### src/hw/rtl/mpct_pkg.sv
`timescale 1ns / 1ps
`default_nettype none
// ----------------------------------------------------------------------------
// mpct_pkg
// Shared constants, register map and configuration type for the mouse
// packet cursor tracker.
// ----------------------------------------------------------------------------
package mpct_pkg;

	// Coordinate width default and configuration register width
	localparam int COORD_BITS_DEF = 12;
	localparam int CFG_BITS       = 12;

	// APB port geometry
	localparam int APB_ADDR_BITS = 3;
	localparam int APB_DATA_BITS = 32;

	// Register reset values
	localparam logic [CFG_BITS-1:0] WIDTH_RST  = 12'd1024;
	localparam logic [CFG_BITS-1:0] HEIGHT_RST = 12'd768;

	// Register indexes (word address bit above the byte offset)
	localparam logic REG_SCREEN_WIDTH  = 1'b0;
	localparam logic REG_SCREEN_HEIGHT = 1'b1;

	// Position of the next byte within a packet
	localparam logic [1:0] IDX_HEADER = 2'd0;
	localparam logic [1:0] IDX_SECOND = 2'd1;
	localparam logic [1:0] IDX_THIRD  = 2'd2;

	// Header byte bit positions
	localparam int HDR_SYNC_BIT = 3;
	localparam int HDR_XSGN_BIT = 4;
	localparam int HDR_YSGN_BIT = 5;
	localparam int HDR_XOVF_BIT = 6;
	localparam int HDR_YOVF_BIT = 7;

	typedef struct packed {
		logic [CFG_BITS-1:0] screen_width;
		logic [CFG_BITS-1:0] screen_height;
	} cfg_t;

endpackage
`default_nettype wire

### src/hw/rtl/mpct_apb_regs.sv
`timescale 1ns / 1ps
`default_nettype none
// ----------------------------------------------------------------------------
// mpct_apb_regs
// APB register file holding the screen clamp limits.
// ----------------------------------------------------------------------------
module mpct_apb_regs (
	input  wire logic                               clk,
	input  wire logic                               arst_n,
	input  wire logic                               psel,
	input  wire logic                               penable,
	input  wire logic                               pwrite,
	input  wire logic [mpct_pkg::APB_ADDR_BITS-1:0] paddr,
	input  wire logic [mpct_pkg::APB_DATA_BITS-1:0] pwdata,
	output logic      [mpct_pkg::APB_DATA_BITS-1:0] prdata,
	output logic                                    pready,
	output mpct_pkg::cfg_t                          cfg
);
	import mpct_pkg::*;

	logic   wr_en;
	logic   reg_sel;
	cfg_t   cfg_q;

	assign pready  = 1'b1;
	assign wr_en   = psel & penable & pwrite & pready;
	assign reg_sel = paddr[APB_ADDR_BITS-1];

	// Write the addressed limit register
	always_ff @(posedge clk or negedge arst_n) begin
		if (!arst_n) begin
			cfg_q.screen_width  <= WIDTH_RST;
			cfg_q.screen_height <= HEIGHT_RST;
		end else if (wr_en) begin
			case (reg_sel)
				REG_SCREEN_WIDTH:  cfg_q.screen_width  <= pwdata[CFG_BITS-1:0];
				REG_SCREEN_HEIGHT: cfg_q.screen_height <= pwdata[CFG_BITS-1:0];
				default: ;
			endcase
		end
	end

	// Read back, zero-extended
	always_comb begin
		case (reg_sel)
			REG_SCREEN_WIDTH:  prdata = APB_DATA_BITS'(cfg_q.screen_width);
			REG_SCREEN_HEIGHT: prdata = APB_DATA_BITS'(cfg_q.screen_height);
			default:           prdata = '0;
		endcase
	end

	assign cfg = cfg_q;

endmodule
`default_nettype wire

### src/hw/rtl/mouse_packet_cursor_tracker.sv
`timescale 1ns / 1ps
`default_nettype none
// ----------------------------------------------------------------------------
// mouse_packet_cursor_tracker
// Assembles 3-byte mouse packets, decodes buttons and deltas, and tracks a
// clamped cursor position.
// ----------------------------------------------------------------------------
// Bytes enter through an input register and are taken at up to one per clock
// while in_stall is low. A header byte whose bit 3 is clear is dropped while
// the block waits for a packet start. On the third byte of a packet the
// decode and the cursor update (add X, subtract Y, clamp each axis to
// 0..limit) are combinational into the result register, after the input
// register that held it. One byte may wait in the input register while a
// result is held by the downstream side; only a byte that completes a packet
// waits for the result register. Clamp limits are set over the APB port at
// byte addresses 0 (width) and 4 (height) and should be changed only when
// the block is idle.
module mouse_packet_cursor_tracker #(
	parameter int COORD_BITS = mpct_pkg::COORD_BITS_DEF
) (
	input  wire logic                               clk,
	input  wire logic                               arst_n,
	// configuration
	input  wire logic                               psel,
	input  wire logic                               penable,
	input  wire logic                               pwrite,
	input  wire logic [mpct_pkg::APB_ADDR_BITS-1:0] paddr,
	input  wire logic [mpct_pkg::APB_DATA_BITS-1:0] pwdata,
	output logic      [mpct_pkg::APB_DATA_BITS-1:0] prdata,
	output logic                                    pready,
	// byte input
	input  wire logic                               in_valid,
	output logic                                    in_stall,
	input  wire logic [7:0]                         data_byte,
	// packet results
	output logic                                    out_valid,
	input  wire logic                               out_stall,
	output logic                                    left_button,
	output logic                                    right_button,
	output logic                                    middle_button,
	output logic signed [8:0]                       delta_x,
	output logic signed [8:0]                       delta_y,
	output logic                                    x_overflow,
	output logic                                    y_overflow,
	output logic      [COORD_BITS-1:0]              pointer_x,
	output logic      [COORD_BITS-1:0]              pointer_y,
	output logic                                    any_pressed,
	output logic                                    any_released
);
	import mpct_pkg::*;

	localparam int LW = ((COORD_BITS > CFG_BITS) ? COORD_BITS : CFG_BITS) + 2;
	localparam logic signed [LW-1:0] CMAX = LW'((1 << COORD_BITS) - 1);

	cfg_t cfg;

	mpct_apb_regs u_regs (
		.clk     (clk),
		.arst_n  (arst_n),
		.psel    (psel),
		.penable (penable),
		.pwrite  (pwrite),
		.paddr   (paddr),
		.pwdata  (pwdata),
		.prdata  (prdata),
		.pready  (pready),
		.cfg     (cfg)
	);

	// Clamp one axis to 0..min(limit, coordinate maximum)
	function automatic logic [COORD_BITS-1:0] clamp_axis(
		input logic signed [LW-1:0] v,
		input logic [CFG_BITS-1:0]  lim
	);
		logic signed [LW-1:0] lim_ext;
		logic signed [LW-1:0] hi;
		logic signed [LW-1:0] r;
		lim_ext = $signed({{(LW-CFG_BITS){1'b0}}, lim});
		hi      = (lim_ext > CMAX) ? CMAX : lim_ext;
		if (v < 0)       r = '0;
		else if (v > hi) r = hi;
		else             r = v;
		return r[COORD_BITS-1:0];
	endfunction

	// Input register and packet state
	logic                  valid_s1;
	logic [7:0]            byte_s1;
	logic [1:0]            byte_idx_q;
	logic [7:0]            first_byte_q;
	logic [7:0]            second_byte_q;
	logic [COORD_BITS-1:0] cursor_x_q;
	logic [COORD_BITS-1:0] cursor_y_q;
	logic [2:0]            prev_buttons_q;

	logic                  completes;
	logic                  out_free;
	logic                  adv_s1;
	logic                  out_load;
	logic                  in_take;

	logic [2:0]            buttons;
	logic signed [8:0]     dx;
	logic signed [8:0]     dy;
	logic signed [LW-1:0]  sum_x;
	logic signed [LW-1:0]  sum_y;
	logic [COORD_BITS-1:0] next_x;
	logic [COORD_BITS-1:0] next_y;

	// Flow control: the held byte moves on unless it completes a packet
	// and the result register is still occupied
	assign completes = (byte_idx_q == IDX_THIRD);
	assign out_free  = ~out_valid | ~out_stall;
	assign adv_s1    = valid_s1 & (~completes | out_free);
	assign out_load  = adv_s1 & completes;
	assign in_stall  = valid_s1 & ~adv_s1;
	assign in_take   = in_valid & ~in_stall;

	// Decode the packet from the two held bytes and the incoming third one
	always_comb begin
		buttons = first_byte_q[2:0];
		dx      = $signed({first_byte_q[HDR_XSGN_BIT], second_byte_q});
		dy      = $signed({first_byte_q[HDR_YSGN_BIT], byte_s1});
		sum_x   = $signed({{(LW-COORD_BITS){1'b0}}, cursor_x_q}) + LW'(dx);
		sum_y   = $signed({{(LW-COORD_BITS){1'b0}}, cursor_y_q}) - LW'(dy);
		next_x  = clamp_axis(sum_x, cfg.screen_width);
		next_y  = clamp_axis(sum_y, cfg.screen_height);
	end

	// Hold the incoming beat
	always_ff @(posedge clk or negedge arst_n) begin
		if (!arst_n) begin
			valid_s1 <= 1'b0;
		end else if (in_take) begin
			valid_s1 <= 1'b1;
		end else if (adv_s1) begin
			valid_s1 <= 1'b0;
		end
	end

	always_ff @(posedge clk) begin
		if (in_take) begin
			byte_s1 <= data_byte;
		end
	end

	// Advance packet assembly and the cursor
	always_ff @(posedge clk or negedge arst_n) begin
		if (!arst_n) begin
			byte_idx_q     <= IDX_HEADER;
			first_byte_q   <= '0;
			second_byte_q  <= '0;
			cursor_x_q     <= '0;
			cursor_y_q     <= '0;
			prev_buttons_q <= '0;
		end else if (adv_s1) begin
			case (byte_idx_q)
				IDX_HEADER: begin
					if (byte_s1[HDR_SYNC_BIT]) begin
						first_byte_q <= byte_s1;
						byte_idx_q   <= IDX_SECOND;
					end
				end
				IDX_SECOND: begin
					second_byte_q <= byte_s1;
					byte_idx_q    <= IDX_THIRD;
				end
				IDX_THIRD: begin
					cursor_x_q     <= next_x;
					cursor_y_q     <= next_y;
					prev_buttons_q <= buttons;
					byte_idx_q     <= IDX_HEADER;
				end
				default: byte_idx_q <= IDX_HEADER;
			endcase
		end
	end

	// Result register
	always_ff @(posedge clk or negedge arst_n) begin
		if (!arst_n) begin
			out_valid <= 1'b0;
		end else if (out_load) begin
			out_valid <= 1'b1;
		end else if (out_free) begin
			out_valid <= 1'b0;
		end
	end

	always_ff @(posedge clk) begin
		if (out_load) begin
			left_button   <= buttons[0];
			right_button  <= buttons[1];
			middle_button <= buttons[2];
			delta_x       <= dx;
			delta_y       <= dy;
			x_overflow    <= first_byte_q[HDR_XOVF_BIT];
			y_overflow    <= first_byte_q[HDR_YOVF_BIT];
			pointer_x     <= next_x;
			pointer_y     <= next_y;
			any_pressed   <= |buttons;
			any_released  <= |(prev_buttons_q & ~buttons);
		end
	end

	// Checks
	a_idx_legal: assert property (@(posedge clk) disable iff (!arst_n)
		byte_idx_q == IDX_HEADER || byte_idx_q == IDX_SECOND || byte_idx_q == IDX_THIRD)
		else $error("packet byte index out of range");

	a_load_restarts: assert property (@(posedge clk) disable iff (!arst_n)
		out_load |=> byte_idx_q == IDX_HEADER)
		else $error("packet index did not return to header after a result");

	a_stall_needs_byte: assert property (@(posedge clk) disable iff (!arst_n)
		in_stall |-> (valid_s1 && completes && out_valid && out_stall))
		else $error("input stalled without a blocked packet");

	a_clamp_x: assert property (@(posedge clk) disable iff (!arst_n)
		out_valid |-> (pointer_x <= cfg.screen_width))
		else $error("cursor X beyond screen width");

	a_clamp_y: assert property (@(posedge clk) disable iff (!arst_n)
		out_valid |-> (pointer_y <= cfg.screen_height))
		else $error("cursor Y beyond screen height");

endmodule
`default_nettype wire

### config.mk
export PLATFORM = sky130hd
export DESIGN_NAME = mouse_packet_cursor_tracker
export DESIGN_NICKNAME = d
export VERILOG_FILES = /design/src/hw/rtl/mpct_pkg.sv /design/src/hw/rtl/mpct_apb_regs.sv /design/src/hw/rtl/mouse_packet_cursor_tracker.sv
export SDC_FILE = /design/constraint.sdc
export NUM_CORES = 1
export LEC_CHECK = 0
export BUFFER_PORTS_ARGS = -buffer_cell sky130_fd_sc_hd__buf_4
export CAP_MARGIN = 0
export CELL_PAD_IN_SITES_DETAIL_PLACEMENT = 1
export CELL_PAD_IN_SITES_GLOBAL_PLACEMENT = 2
export CORE_ASPECT_RATIO = 0.75
export CORE_MARGIN = 5
export CORE_UTILIZATION = 25
export DETAILED_ROUTE_END_ITERATION = 12
export GPL_TIMING_DRIVEN = 0
export HOLD_SLACK_MARGIN = 0.05
export MAX_ROUTING_LAYER = met4
export PLACE_DENSITY = 0.61
export SLEW_MARGIN = 5
export SYNTH_ARGS = -nofsm -noshare
export SYNTH_HDL_FRONTEND = slang
export SYNTH_HIERARCHICAL = 1
export SYNTH_SLANG_ARGS = --single-unit
export TNS_END_PERCENT = 30
### constraint.sdc
create_clock -name clk -period 4.9 [get_ports clk]
set_input_delay 0.98 -clock clk [delete_from_list [all_inputs] [get_ports clk]]
set_output_delay 0.98 -clock clk [all_outputs]
set_load 0.02 [all_outputs]
# Word-level counts from Yosys, hierarchy flattened
# Cells that the tools add are included.
dict set report totals {
  memories 0
  input_bits 50
  latchBits 0
  ff_bits 128
  ram_bits 0
  elab_cells 69
  rom_bits 0
}
dict set report op_classes {
  add_sub_neg 2
  n_mul 0
  reduce_logical 11
  shift 0
  n_lt_le_gt_ge 4
  n_eq_ne 3
  div_mod_pow 0
  n_mux 11
  bitwise_logic 16
}
# op count
set op_table {}
lappend op_table {{$pmux W32 S2} 1}
lappend op_table {{$mux W12} 4}
lappend op_table {{$gt A14 B13 Y1} 2}
lappend op_table {{$lt A14 B1 Y1 const B} 2}
lappend op_table {{$add A13 B9 Y14} 1}
lappend op_table {{$sub A13 B9 Y14} 1}
lappend op_table {{$reduce_and A2 Y1} 5}
lappend op_table {{$and A1 B1 Y1} 6}
lappend op_table {{$not A1 Y1} 6}
lappend op_table {{$reduce_or A3 Y1} 2}
lappend op_table {{$mux W1} 4}
lappend op_table {{$pmux W2 S2} 1}
lappend op_table {{$reduce_bool A2 Y1} 2}
lappend op_table {{$and A3 B3 Y3} 1}
lappend op_table {{$not A3 Y3} 1}
lappend op_table {{$reduce_and A3 Y1} 1}
lappend op_table {{$eq A2 B1 Y1 const B} 1}
lappend op_table {{$eq A2 B2 Y1 const B} 1}
lappend op_table {{$logic_not A2 Y1} 1}
lappend op_table {{$mux W2} 1}
lappend op_table {{$ne A2 B2 Y1 const B} 1}
lappend op_table {{$or A1 B1 Y1} 2}

# Logic depth before layout (Yosys ltp)
# Gate-level depths: netlist (run 1).
dict set report depth {
  depth_word 9
  ltp_mapped 19
  mapped_depth_nobuf 18
}

# Hierarchy
# The synthesis (run 1) kept the hierarchy.
# mod instances seq_area_each_um2 area_each_um2 cells_per_inst
set by_module_without_submodules {}
lappend by_module_without_submodules {mouse_packet_cursor_tracker 1 2862.7 5769.3 508}
lappend by_module_without_submodules {mpct_apb_regs 1 604.3 1276.2 88}

# Worst setup path before layout (run 1)
# OpenSTA, ideal clock, no wires.
dict set report synth_timing {
  path_kind {register to register}
  startpoint {reg cursor_y_q[0]}
  endpoint {reg cursor_y_q[10]}
  synth_period_minus_slack_ns 3.994
  t_required_ns 4.775
  t_arrival_ns 3.869
  setup_time_ns 0.125
  path_slack_ns 0.906
  stages_incl_launch_ff 20
  cell_sequence {dfrtp_1 > inv_1 > ha_1 > inv_1 > fa_1 > a21o_1 > a2111oi_4 > o21ai_0 > a21oi_1 > xnor2_1 > ha_1 > o21ai_0 > o21ai_0 > a211o_1 > o211ai_1 > a2111oi_2 > o21bai_2 > buf_8 > a22o_4 > mux2_4}
}
dict set report synth_via {
  elab_chain_len 4
}
# item line_no
set synth_lines {}
lappend synth_lines {{from (decl)} mouse_packet_cursor_tracker.sv:93} ;# logic [COORD_BITS-1:0] cursor_y_q;
lappend synth_lines {{from (signal assigned)} mouse_packet_cursor_tracker.sv:170} ;# cursor_y_q <= next_y;
lappend synth_lines {{$sub A13 B9 Y14 (*)} mouse_packet_cursor_tracker.sv:125} ;# sum_y = $signed({{(LW-COORD_BITS){1'b0}}, cursor_y_q}) - LW'(dy);
lappend synth_lines {{$gt A14 B13 Y1} mouse_packet_cursor_tracker.sv:81} ;# else if (v > hi) r = hi;
lappend synth_lines {{$mux W12} mouse_packet_cursor_tracker.sv:81}
lappend synth_lines {{$mux W12 (*)} mouse_packet_cursor_tracker.sv:80} ;# if (v < 0) r = '0;
lappend synth_lines {{named net next_y[10]} mouse_packet_cursor_tracker.sv:108} ;# logic [COORD_BITS-1:0] next_y;
# Mark *: on every way through the listed nets, which the timed path passes. The rest lies on a longest branch.
# A chain may end at the register's enable or synchronous reset.

# Final worst setup path (run 1)
# Ends and elaborated chain as after synthesis.

==> results of run 1 <==
registers in the layout (all words and copies together) (netlist names), 2 cells and up:
name            cells
u_regs/cfg         24
cursor_x_q         12
cursor_y_q         12
pointer_x          12
pointer_y          12
delta_x             9
delta_y             9
byte_s1             8
second_byte_q       8
first_byte_q        7
prev_buttons_q      3
byte_idx_q          2
final timing paths:
path | from | end | slack (ns) | cells past startpoint
max in group asynchronous | arst_n | u_regs/cfg[14] | 3.55 | 1
min in group asynchronous | arst_n | prev_buttons_q[2] | 0.69 | 1
worst max register to register | cursor_y_q[0] | cursor_y_q[10] | 0.30 | 20
worst max-delay path | cursor_y_q[0] | cursor_y_q[10] | 0.30 | 20
worst min-delay path | first_byte_q[7] | y_overflow | 0.45 | 0
worst min register to register | first_byte_q[7] | y_overflow | 0.45 | 0
stage by stage:
| stage | util (%) | std cells | instance area (um^2) |
|---|---|---|---|
| 2_1_floorplan | - | 615 | 7120 |
| 3_3_place_gp | 29.6 | 1090 | 8270 |
| 3_5_place_dp | 29.8 | 1092 | 8320 |
| 4_1_cts | 32.1 | 1124 | 8970 |
| 5_1_grt | 32.2 | 1127 | 9000 |
| 6_report | 32.2 | 1127 | 9000 |
cell type report:
class | instances | area (um^2) | area share (%)
buffer | 36 | 253 | 2.81
clock buffer | 17 | 425 | 4.73
clock inverter | 15 | 219 | 2.43
inverter | 50 | 188 | 2.08
multi-input combinational | 402 | 3230 | 35.9
sequential | 127 | 3470 | 38.5
tap | 385 | 482 | 5.35
timing repair buffer | 95 | 737 | 8.19
critical path: cells and delay by family, from the launching register on:
| family | cells | cell delay (ns) |
|---|---|---|
| simple gates | 1 | 0.20 |
| fa+ha+maj | 3 | 0.87 |
| mux | 1 | 0.26 |
| flops | 1 | 0.38 |
| buf+inv | 5 | 0.66 |
| compound gates | 9 | 1.90 |
| xor+xnor | 1 | 0.21 |
routing by layer:
| layer | global-route usage (%) | wire length, um | vias to the layer above |
|---|---|---|---|
| li1 | - | - | 2385 |
| met1 | 18.5 | 10400 | 2465 |
| met2 | 21.4 | 9790 | 87 |
| met3 | 2.92 | 623 | 18 |
| met4 | 2.86 | 180 | 0 |
| met5 | - | 0 | - |
what timing repair did:
action,CTS,global route
buffers inserted,0,3
gates resized for setup,0,4
setup endpoints to repair,0,33
cell usage in the layout (no fill, tap or decap), drive strengths merged, types with 16 or more instances in the layout:
cell type  synthesis  routed
a21oi             17      17
buf               28     123
clkbuf             8      25
conb               2      21
dfrtp             67      67
edfxtp            57      57
ha                50      50
inv               49      57
mux2              53      53
nand2             43      43
nor2              21      21
o21ai             49      49
xnor2             16      16
power by group:
| group | switching, uW | leakage, uW | total [uW] | internal (uW) |
|---|---|---|---|---|
| sequential | 232 | 0.00139 | 1740 | 1510 |
| clock | 548 | 0.000315 | 1420 | 870 |
| combinational | 2120 | 0.00239 | 3750 | 1630 |
| total | 2900 | 0.00409 | 6910 | 4010 |
cells by family after synthesis:
kind of cell / share of synthesized area [%]
flip-flops: 49.2
AO/OA/AOI/OAI: 15.1
AND/OR/NAND/NOR: 8.10
other: 0.107
buffers and inverters: 6.18
XOR/XNOR: 2.36
multiplexers: 9.48
adder cells (fa/ha/maj): 9.45
==> flow_summary.ini, run 1 <==
[status]
status = finished clean

[logic_synthesis]
ys.flop_type = sky130_fd_sc_hd__dfrtp_1
syn_area_per_cell_um2 = 11.8
synth.lib_cells_used.distinct = 66
netlist_instances = 596
asyncSetResetFlopFracSynth_pct = 55.1
most_area_hungry_cell_type_in_the_yosys_netlist = sky130_fd_sc_hd__edfxtp_1
netlist.area_leader.share_pct = 24.3
synth.top_cells.by_area = sky130_fd_sc_hd__edfxtp_1 (24%), sky130_fd_sc_hd__dfrtp_1 (24%), sky130_fd_sc_hd__ha_1 (8.9%)
post_synth_instance_area_mm2 = 0.00705
synth_most_common_cell = sky130_fd_sc_hd__dfrtp_1
number_of_enable_type_register_cells_in_the_synthesized_netlist = 57
yosysWarningCount = 6
yosys-top-cells-count = sky130_fd_sc_hd__dfrtp_1 (67), sky130_fd_sc_hd__edfxtp_1 (57), sky130_fd_sc_hd__ha_1 (50)
synth.ff_latch_count = 127
synth.yosys.seq_area_share_pct = 49.2

[cts]
max-clock-path-buffers = 2
clkSlewWorstSetupHoldPaths_ns = 0.06
worst_skew_pair.late_latency_ns = 0.43
clockRootBuffer = sky130_fd_sc_hd__clkbuf_16
h_tree_depth = 4
cts.sink_count = 127
cts_tree = yes
cts_hold_buf = 0
tritoncts.num_buffers = 17

[global_routing]
grt_first_pass_wirelength_mm = 32.4
overflow = 0
via_count_of_the_first_global_routing_pass = 5447
grtUsageTotal_pct = 13.7
antenna_found_initial = 0
grt_start_max_net_pins = 71

[pwr]
cellPowerDensity_mw_per_mm2 = 767
power.ir.vdd_worst_mv = 0.307
total_power_uw = 6910
leakage_uw = 0.00409

[sta]
post-route-min-period_ns = 4.60
fin_worst_hold_slack_ns = 0.446
period_share_pct = 93.9
clock_skew_ns = 0.0116
layout_setup_ws_ns = 0.300
grt_setup_unrepaired = no
setup-tns-final_ns = 0
maxSlewHeadroom_pct = 34.4
clock.fmax_mhz = 217
timing_hold_violations_final = 0
setup_viol_count_final = 0
timing_worst_slew_pin_value_ns = 0.984
slew_violations = 0

[layout]
drive_above_1_share_pct = 32.2
finalNetCount = 831
fillerInstances = 3080
syn2layout_area_growth_pct = 27.8
num_antenna_cells = 0

[floorplan]
initial_core_util_pct = 25.2
floorplan.die.height_um = 155
number_of_ports_placed_on_the_die_boundary = 134
placementRows = 53
die_width_um = 204
die_area_mm2 = 0.0317
core-area_mm2 = 0.0279

[detailed_routing]
antenna_violating_nets_post_route = 0
dr.pass1.iters = 4
wire_per_inst_um = 18.6
remaining_drc_errors = 0
wl_mm = 21.0
drt-initial-drc-count = 226
drt-vias-per-instance = 4.40
vias = 4955

[setup_path]
worstPathCellList = inv_1, ha_1, inv_1, fa_1, a21o_1, a2111oi_4, buf_4, a21oi_2, nor3_1, xnor2_1, ha_1, o21a_1, a211o_1, o211ai_1, buf_4, a2111oi_2, o21bai_2, buf_8, a22o_4, mux2_4
endpoint_kind = flop
cp_slowest_stage_delay_ns = 0.41
critPathSlowestCell = sky130_fd_sc_hd__a2111oi_4
timing.critical_path.from_type = flop
cp_data_arrival_time_ns = 4.91
worst_ep_required_time_ns = 5.21
crit_fanout = 10
setup.worst_path.class = reg -> reg

[worst_hold_path]
worst_hold_path_type = reg -> reg

[placed_design]
detailed_place_hpwl_mm = 16.2
pre_cts_ws_ns = 0.0962
place_congestion = 0.794
port_buffers = 90

[job]
cap_viol_max_count = 0
(Power assumes the default switching activity.)
==> run 2: changes to the inputs <==
--- a/config.mk
+++ b/config.mk
@@ -10,7 +10,6 @@
 export CELL_PAD_IN_SITES_DETAIL_PLACEMENT = 1
 export CELL_PAD_IN_SITES_GLOBAL_PLACEMENT = 2
 export CORE_ASPECT_RATIO = 0.75
-export CORE_MARGIN = 5
 export CORE_UTILIZATION = 25
 export DETAILED_ROUTE_END_ITERATION = 12
 export GPL_TIMING_DRIVEN = 0
==> run 2 against run 1 <==
  * Clock skew hardly changed
  * Via count is 0.73% higher
  * Global-route usage is 1.4 points higher
  * Critical path type unchanged
==> flow_summary.ini, run 2 (synthesized netlist as in run 1, its figures left out) <==
[setup_path]
endpoint_kind = flop
crit_fanout = 10
critical_path.most_common_cell = sky130_fd_sc_hd__a21o_1
worstRegToRegCells = 18
cp_slowest_stage_delay_ns = 0.49
critPathSlowestCell = sky130_fd_sc_hd__edfxtp_1
worst_ep_required_time_ns = 5.21
regToRegStartpoint = byte_s1[0]
setup.worst_path.class = reg -> reg
worstPathCellList = ha_2, inv_1, fa_1, a21o_1, a2111oi_4, buf_4, a21oi_2, nor3_2, xnor2_1, ha_1, o21a_1, a21o_1, o211ai_1, a2111oi_2, o21bai_2, buf_8, a22o_4, mux2_4
ff2ff_setup_slack_ns = 0.21
rr_endpoint = cursor_y_q[2]
cp_data_arrival_time_ns = 5.00
timing.critical_path.from_type = flop

[global_routing]
grt_util_met3_pct = 2.94
grt_busiest_layer = met2
antenna_found_initial = 0
grt_start_max_net_pins = 71
grt_first_pass_wirelength_mm = 31.8
via_count_of_the_first_global_routing_pass = 5401
overflow = 0
grtUsageTotal_pct = 15.1
met2_usage_pct = 22.6
grt_use_met1_pct = 20.6

[layout]
final_core_density_pct = 32.5
num_antenna_cells = 0
final_common_cell = sky130_fd_sc_hd__buf_4
mostFrequentLayoutCells = sky130_fd_sc_hd__buf_4 (114), sky130_fd_sc_hd__dfrtp_1 (67), sky130_fd_sc_hd__edfxtp_1 (57)
multiInputGateArea_mm2 = 0.00326
finalNetCount = 828
final_cell_count_no_fill = 1090
drive_above_1_share_pct = 32.3
sequential_cell_area_mm2 = 0.00347
syn2layout_area_growth_pct = 26.1
number_of_flip_flops_under_the_largest_register_name = 24
fillerInstances = 3029

[status]
status = finished clean

[cts]
cts.sink_count = 127
worst_skew_pair.late_latency_ns = 0.43
clockRootBuffer = sky130_fd_sc_hd__clkbuf_16
clkSlewWorstSetupHoldPaths_ns = 0.07
cts_tree = yes
h_tree_depth = 4
max-clock-path-buffers = 2
tritoncts.num_buffers = 17

[floorplan]
initial_core_util_pct = 25.8
number_of_ports_placed_on_the_die_boundary = 134
core-area_mm2 = 0.0273
floorplan.die.height_um = 147
placementRows = 52
die_area_mm2 = 0.0289
die_width_um = 196

[detailed_routing]
wl_mm = 20.1
dr.pass1.iters = 4
remaining_drc_errors = 0
drt-initial-drc-count = 228
drt-vias-per-instance = 4.58
vias = 4991
wire_per_inst_um = 18.4
antenna_violating_nets_post_route = 0

[worst_hold_path]
worst_hold_path.endpoint = y_overflow
hold_path_origin = first_byte_q[7]
worst_hold_path_type = reg -> reg
holdPathStages = 0

[sta]
timing_hold_violations_final = 0
clock.fmax_mhz = 213
post-route-min-period_ns = 4.69
maxSlewHeadroom_pct = 27.9
period_share_pct = 95.8
clock_skew_ns = 0.0119
setup_viol_count_final = 0
timing_worst_slew_pin_value_ns = 1.08
slew_violations = 0
fin_worst_hold_slack_ns = 0.449
setup-tns-final_ns = 0

[placed_design]
detailed_place_hpwl_mm = 15.6
place_congestion = 0.834
post-place-cells = 1057
port_buffers = 90

[job]
cap_viol_max_count = 0

[pwr]
power.ir.vdd_worst_mv = 0.353
cellPowerDensity_mw_per_mm2 = 756
leakage_uw = 0.00405
-- run 2: worst max-delay path by stage --
| stage | cells after the start | from | slack (ns) | end |
|---|---|---|---|---|
| detailed placement | 18 | byte_s1[1] | 0.19 | cursor_y_q[6] |
| CTS | 18 | byte_s1[1] | 0.06 | cursor_y_q[5] |
| global route | 18 | byte_s1[0] | -0.01 | cursor_y_q[5] |
| global placement | 6 | out_stall | 0.11 | cursor_x_q[3] |
| finish | 18 | byte_s1[0] | 0.21 | cursor_y_q[2] |
| floorplan | 19 | cursor_y_q[0] | 0.91 | cursor_y_q[10] |
-- run 2: per-layer routing --
layer,part of all wire (%),vias to the layer above
met5,0,-
met1,50,2502
met3,3.2,27
met2,45,82
li1,-,2380
met4,1.6,0
-- run 2: cell type report --
type | instances | share of cell area, %
tap | 351 | 4.94
multi-input combinational | 402 | 36.6
clock buffer | 17 | 4.79
inverter | 50 | 2.11
buffer | 36 | 2.85
sequential | 127 | 39.0
timing repair buffer | 92 | 7.77
clock inverter | 15 | 1.86
-- run 2: critical path, delay by kind of cell (launching register included) --
family	cells	cell delay (ns)
buffers and inverters	3	0.40
adders and majority gates	3	0.96
DFF	1	0.49
and+or+nand+nor	1	0.16
AOI/OAI and AO/OA	9	2.10
muxes	1	0.25
xor gates and xnor gates	1	0.20
-- run 2: power breakdown --
group	internal [uW]	total (uW)	switching [uW]	leakage, uW
combinational	1610	3710	2100	0.00237
sequential	1510	1740	232	0.00139
clock	685	1260	575	0.000287
total	3810	6710	2910	0.00405
-- run 2: per-stage QoR --
step	power (uW)	setup WS, ns	area (um^2)
floorplan	4320	0.906	7120
finish	6710	0.207	8880
CTS	6730	0.0612	8840
global route	7260	-0.0109	8880
global placement	5340	0.109	8230
detailed placement	5420	0.185	8250
-- run 2: repair_timing --
item                       4_1_cts  5_1_grt
setup endpoints to repair        0       30
buffers inserted                 0        1
gates resized for setup          0        9
hold buffers                     0        0
==> run 3: changes to the inputs <==
--- a/config.mk
+++ b/config.mk
@@ -15,10 +15,9 @@
 export GPL_TIMING_DRIVEN = 0
 export HOLD_SLACK_MARGIN = 0.05
 export MAX_ROUTING_LAYER = met4
-export PLACE_DENSITY = 0.61
+export PLACE_DENSITY = 0.62
 export SLEW_MARGIN = 5
 export SYNTH_ARGS = -nofsm -noshare
 export SYNTH_HDL_FRONTEND = slang
-export SYNTH_HIERARCHICAL = 1
 export SYNTH_SLANG_ARGS = --single-unit
 export TNS_END_PERCENT = 30
==> run 3 against run 2 <==
  * First-iteration DRC count increased by 0.88%
  * Non-clock buffer count grew 4
  * Setup slack better by 0.074 ns
  * Highest routed layer unchanged
  * Sequential share of layout area up 0.34 points
  * Critical endpoint is now cursor_x_q[8]
  * Maximum frequency is 1.6% higher
  * Cell area decreased by 0.79%
==> flow_summary.ini, run 3 <==
[sta]
timing_hold_violations_final = 0
post-route-min-period_ns = 4.62
clock_skew_ns = 0.0121
period_share_pct = 94.3
slew_violations = 0
setup-tns-final_ns = 0
timing_worst_slew_pin_value_ns = 0.999
maxSlewHeadroom_pct = 32.9
setup_viol_count_final = 0
clock.fmax_mhz = 217

[logic_synthesis]
number_of_enable_type_register_cells_in_the_synthesized_netlist = 57
synth.ff_latch_count = 127
netlist.area_leader.share_pct = 24.6
synth.yosys.seq_area_share_pct = 49.9
yosysWarningCount = 0
netlist_instances = 631
synth.lib_cells_used.distinct = 63
asyncSetResetFlopFracSynth_pct = 55.1
most_area_hungry_cell_type_in_the_yosys_netlist = sky130_fd_sc_hd__edfxtp_1
ys.flop_type = sky130_fd_sc_hd__dfrtp_1
synth.top_cells.by_area = sky130_fd_sc_hd__edfxtp_1 (25%), sky130_fd_sc_hd__dfrtp_1 (24%), sky130_fd_sc_hd__ha_1 (9.0%)
synth_most_common_cell = sky130_fd_sc_hd__dfrtp_1
syn_area_per_cell_um2 = 11.0
yosys-top-cells-count = sky130_fd_sc_hd__dfrtp_1 (67), sky130_fd_sc_hd__nand2_1 (63), sky130_fd_sc_hd__inv_1 (58)
post_synth_instance_area_mm2 = 0.00694

[cts]
cts_tree = yes
cts.sink_count = 127
clockRootBuffer = sky130_fd_sc_hd__clkbuf_16
clkSlewWorstSetupHoldPaths_ns = 0.06
tritoncts.num_buffers = 17
h_tree_depth = 4
max-clock-path-buffers = 2
worst_skew_pair.late_latency_ns = 0.44

[placed_design]
post-place-cells = 1092
place_congestion = 0.786
placedInstanceArea_mm2 = 0.00815
detailed_place_hpwl_mm = 16.6
port_buffers = 90

[floorplan]
floorplan.die.height_um = 146
die_width_um = 194
placementRows = 52
number_of_ports_placed_on_the_die_boundary = 134
initial_core_util_pct = 25.6
die_area_mm2 = 0.0285
core-area_mm2 = 0.0271

[layout]
drive_above_1_share_pct = 27.4
post_route_cell_area_mm2 = 0.00881
final_cell_count_no_fill = 1129
fillerInstances = 3037
num_antenna_cells = 0
final_common_cell = sky130_fd_sc_hd__buf_4
syn2layout_area_growth_pct = 26.9
finalNetCount = 867
number_of_flip_flops_under_the_largest_register_name = 24
mostFrequentLayoutCells = sky130_fd_sc_hd__buf_4 (118), sky130_fd_sc_hd__dfrtp_1 (65), sky130_fd_sc_hd__nand2_1 (63)

[global_routing]
via_count_of_the_first_global_routing_pass = 5557
antenna_found_initial = 0
grtUsageTotal_pct = 16.4
grt_start_max_net_pins = 71
overflow = 0
grt_first_pass_wirelength_mm = 33.4

[setup_path]
worst_ep_required_time_ns = 5.21
endpoint_kind = flop
setup.worst_path.class = reg -> reg
timing.critical_path.from_type = flop
ff2ff_setup_slack_ns = 0.28
cp_data_arrival_time_ns = 4.93
crit_fanout = 8

[detailed_routing]
wl_met3_um = 907
wl_mm = 21.5
wl_met2_mm = 9.02
remaining_drc_errors = 0
dr.pass1.iters = 5
drt-vias-per-instance = 4.65
vias = 5254
top_layer_used = met4
drt-initial-drc-count = 230
met1Wirelength_mm = 11.4
wire_per_inst_um = 19.1
antenna_violating_nets_post_route = 0

[job]
cap_viol_max_count = 0

[pwr]
power.ir.vdd_worst_mv = 0.178
leakage_uw = 0.00390
cellPowerDensity_mw_per_mm2 = 666

[worst_hold_path]
worst_hold_path_type = reg -> reg

[status]
status = finished clean
run 3: changes by cell type after synthesis, moves of 7 or more:
cell / previous run / this run
sky130_fd_sc_hd__nand2_1: 43 / 63
sky130_fd_sc_hd__a221o_1: 1 / 15
sky130_fd_sc_hd__and2_1: 2 / 10
sky130_fd_sc_hd__a21o_1: 14 / 3
sky130_fd_sc_hd__nand3_1: 4 / 16
sky130_fd_sc_hd__inv_1: 49 / 58
sky130_fd_sc_hd__a22o_4: 9 / 0
sky130_fd_sc_hd__mux2_4: 19 / 0
sky130_fd_sc_hd__a22o_1: 2 / 16
sky130_fd_sc_hd__a31oi_1: 9 / 2
run 3: worst paths after layout:
path	start	end	cells after the start
min reg2reg	first_byte_q[7]	y_overflow	0
min	first_byte_q[7]	y_overflow	0
min in group asynchronous	arst_n	prev_buttons_q[2]	1
max	second_byte_q[0]	cursor_x_q[8]	17
max reg2reg	second_byte_q[0]	cursor_x_q[8]	17
max in group asynchronous	arst_n	first_byte_q[4]	1
run 3: what timing repair did:
action / 4_1_cts / 5_1_grt
buffers inserted: 0 / 5
hold buffers: 0 / 0
pin swaps: 0 / 2
endpoints found under the setup margin: 18 / 30
resized for setup: 2 / 10
run 3: worst max-delay path, cell delays in order, from the launching register on:
cell,delay (ns)
sky130_fd_sc_hd__dfrtp_1,0.42
sky130_fd_sc_hd__ha_1,0.28
sky130_fd_sc_hd__inv_1,0.08
sky130_fd_sc_hd__fa_1,0.40
sky130_fd_sc_hd__nor2b_1,0.17
sky130_fd_sc_hd__o31a_1,0.28
sky130_fd_sc_hd__o21ai_1,0.14
sky130_fd_sc_hd__o21a_1,0.25
sky130_fd_sc_hd__xnor2_2,0.17
sky130_fd_sc_hd__ha_1,0.33
sky130_fd_sc_hd__nand4_1,0.23
sky130_fd_sc_hd__nor4_2,0.45
sky130_fd_sc_hd__a21oi_2,0.11
sky130_fd_sc_hd__nor2_1,0.23
sky130_fd_sc_hd__o221ai_4,0.22
sky130_fd_sc_hd__and2_1,0.19
sky130_fd_sc_hd__buf_4,0.17
sky130_fd_sc_hd__a221o_1,0.36
run 3: layout make-up:
cell class / instances / area [um^2] / share of cell area, %
buffer: 36 / 236 / 2.68
timing repair buffer: 96 / 733 / 8.32
sequential: 127 / 3470 / 39.4
clock inverter: 14 / 131 / 1.49
clock buffer: 18 / 439 / 4.98
inverter: 58 / 221 / 2.51
multi-input combinational: 429 / 3140 / 35.7
tap: 351 / 439 / 4.98
run 3: cell families (layout without fill, tap and decap cells):
logic type / Yosys count / count (layout) / synth area share, %
buf+inv: 94 / 222 / 6.45
compound gates: 149 / 149 / 15.4
other cells: 2 / 21 / 0.108
flops: 127 / 127 / 49.9
fa+ha+maj: 52 / 52 / 9.59
simple gates: 157 / 157 / 11.0
xor+xnor: 18 / 18 / 2.27
mux: 32 / 32 / 5.19
run 3: where the power goes:
| part | total [uW] | internal, uW | leakage (uW) | switching, uW |
|---|---|---|---|---|
| logic | 2940 | 1180 | 0.00221 | 1770 |
| clock network | 1240 | 717 | 0.000281 | 524 |
| registers | 1690 | 1460 | 0.00140 | 222 |
| total | 5870 | 3360 | 0.00390 | 2510 |
run 3: per-layer routing:
layer | GRT usage, % | vias up
li1 | - | 2505
met1 | 23.6 | 2603
met2 | 22.7 | 129
met3 | 4.07 | 17
met4 | 3.97 | 0
met5 | - | -
run 3: through the flow:
step / total power, uW / utilization [%] / hold slack [ns] / worst slack [ns]
after global placement: 4450 / 30.0 / 0.429 / -0.606
after CTS: 5830 / 32.2 / 0.450 / 0.109
after floorplan: 3580 / - / 0.421 / 1.17
after global routing: 6310 / 32.5 / 0.467 / -0.00655
final: 5870 / 32.5 / 0.444 / 0.281
after detailed placement: 4530 / 30.1 / 0.438 / -0.153
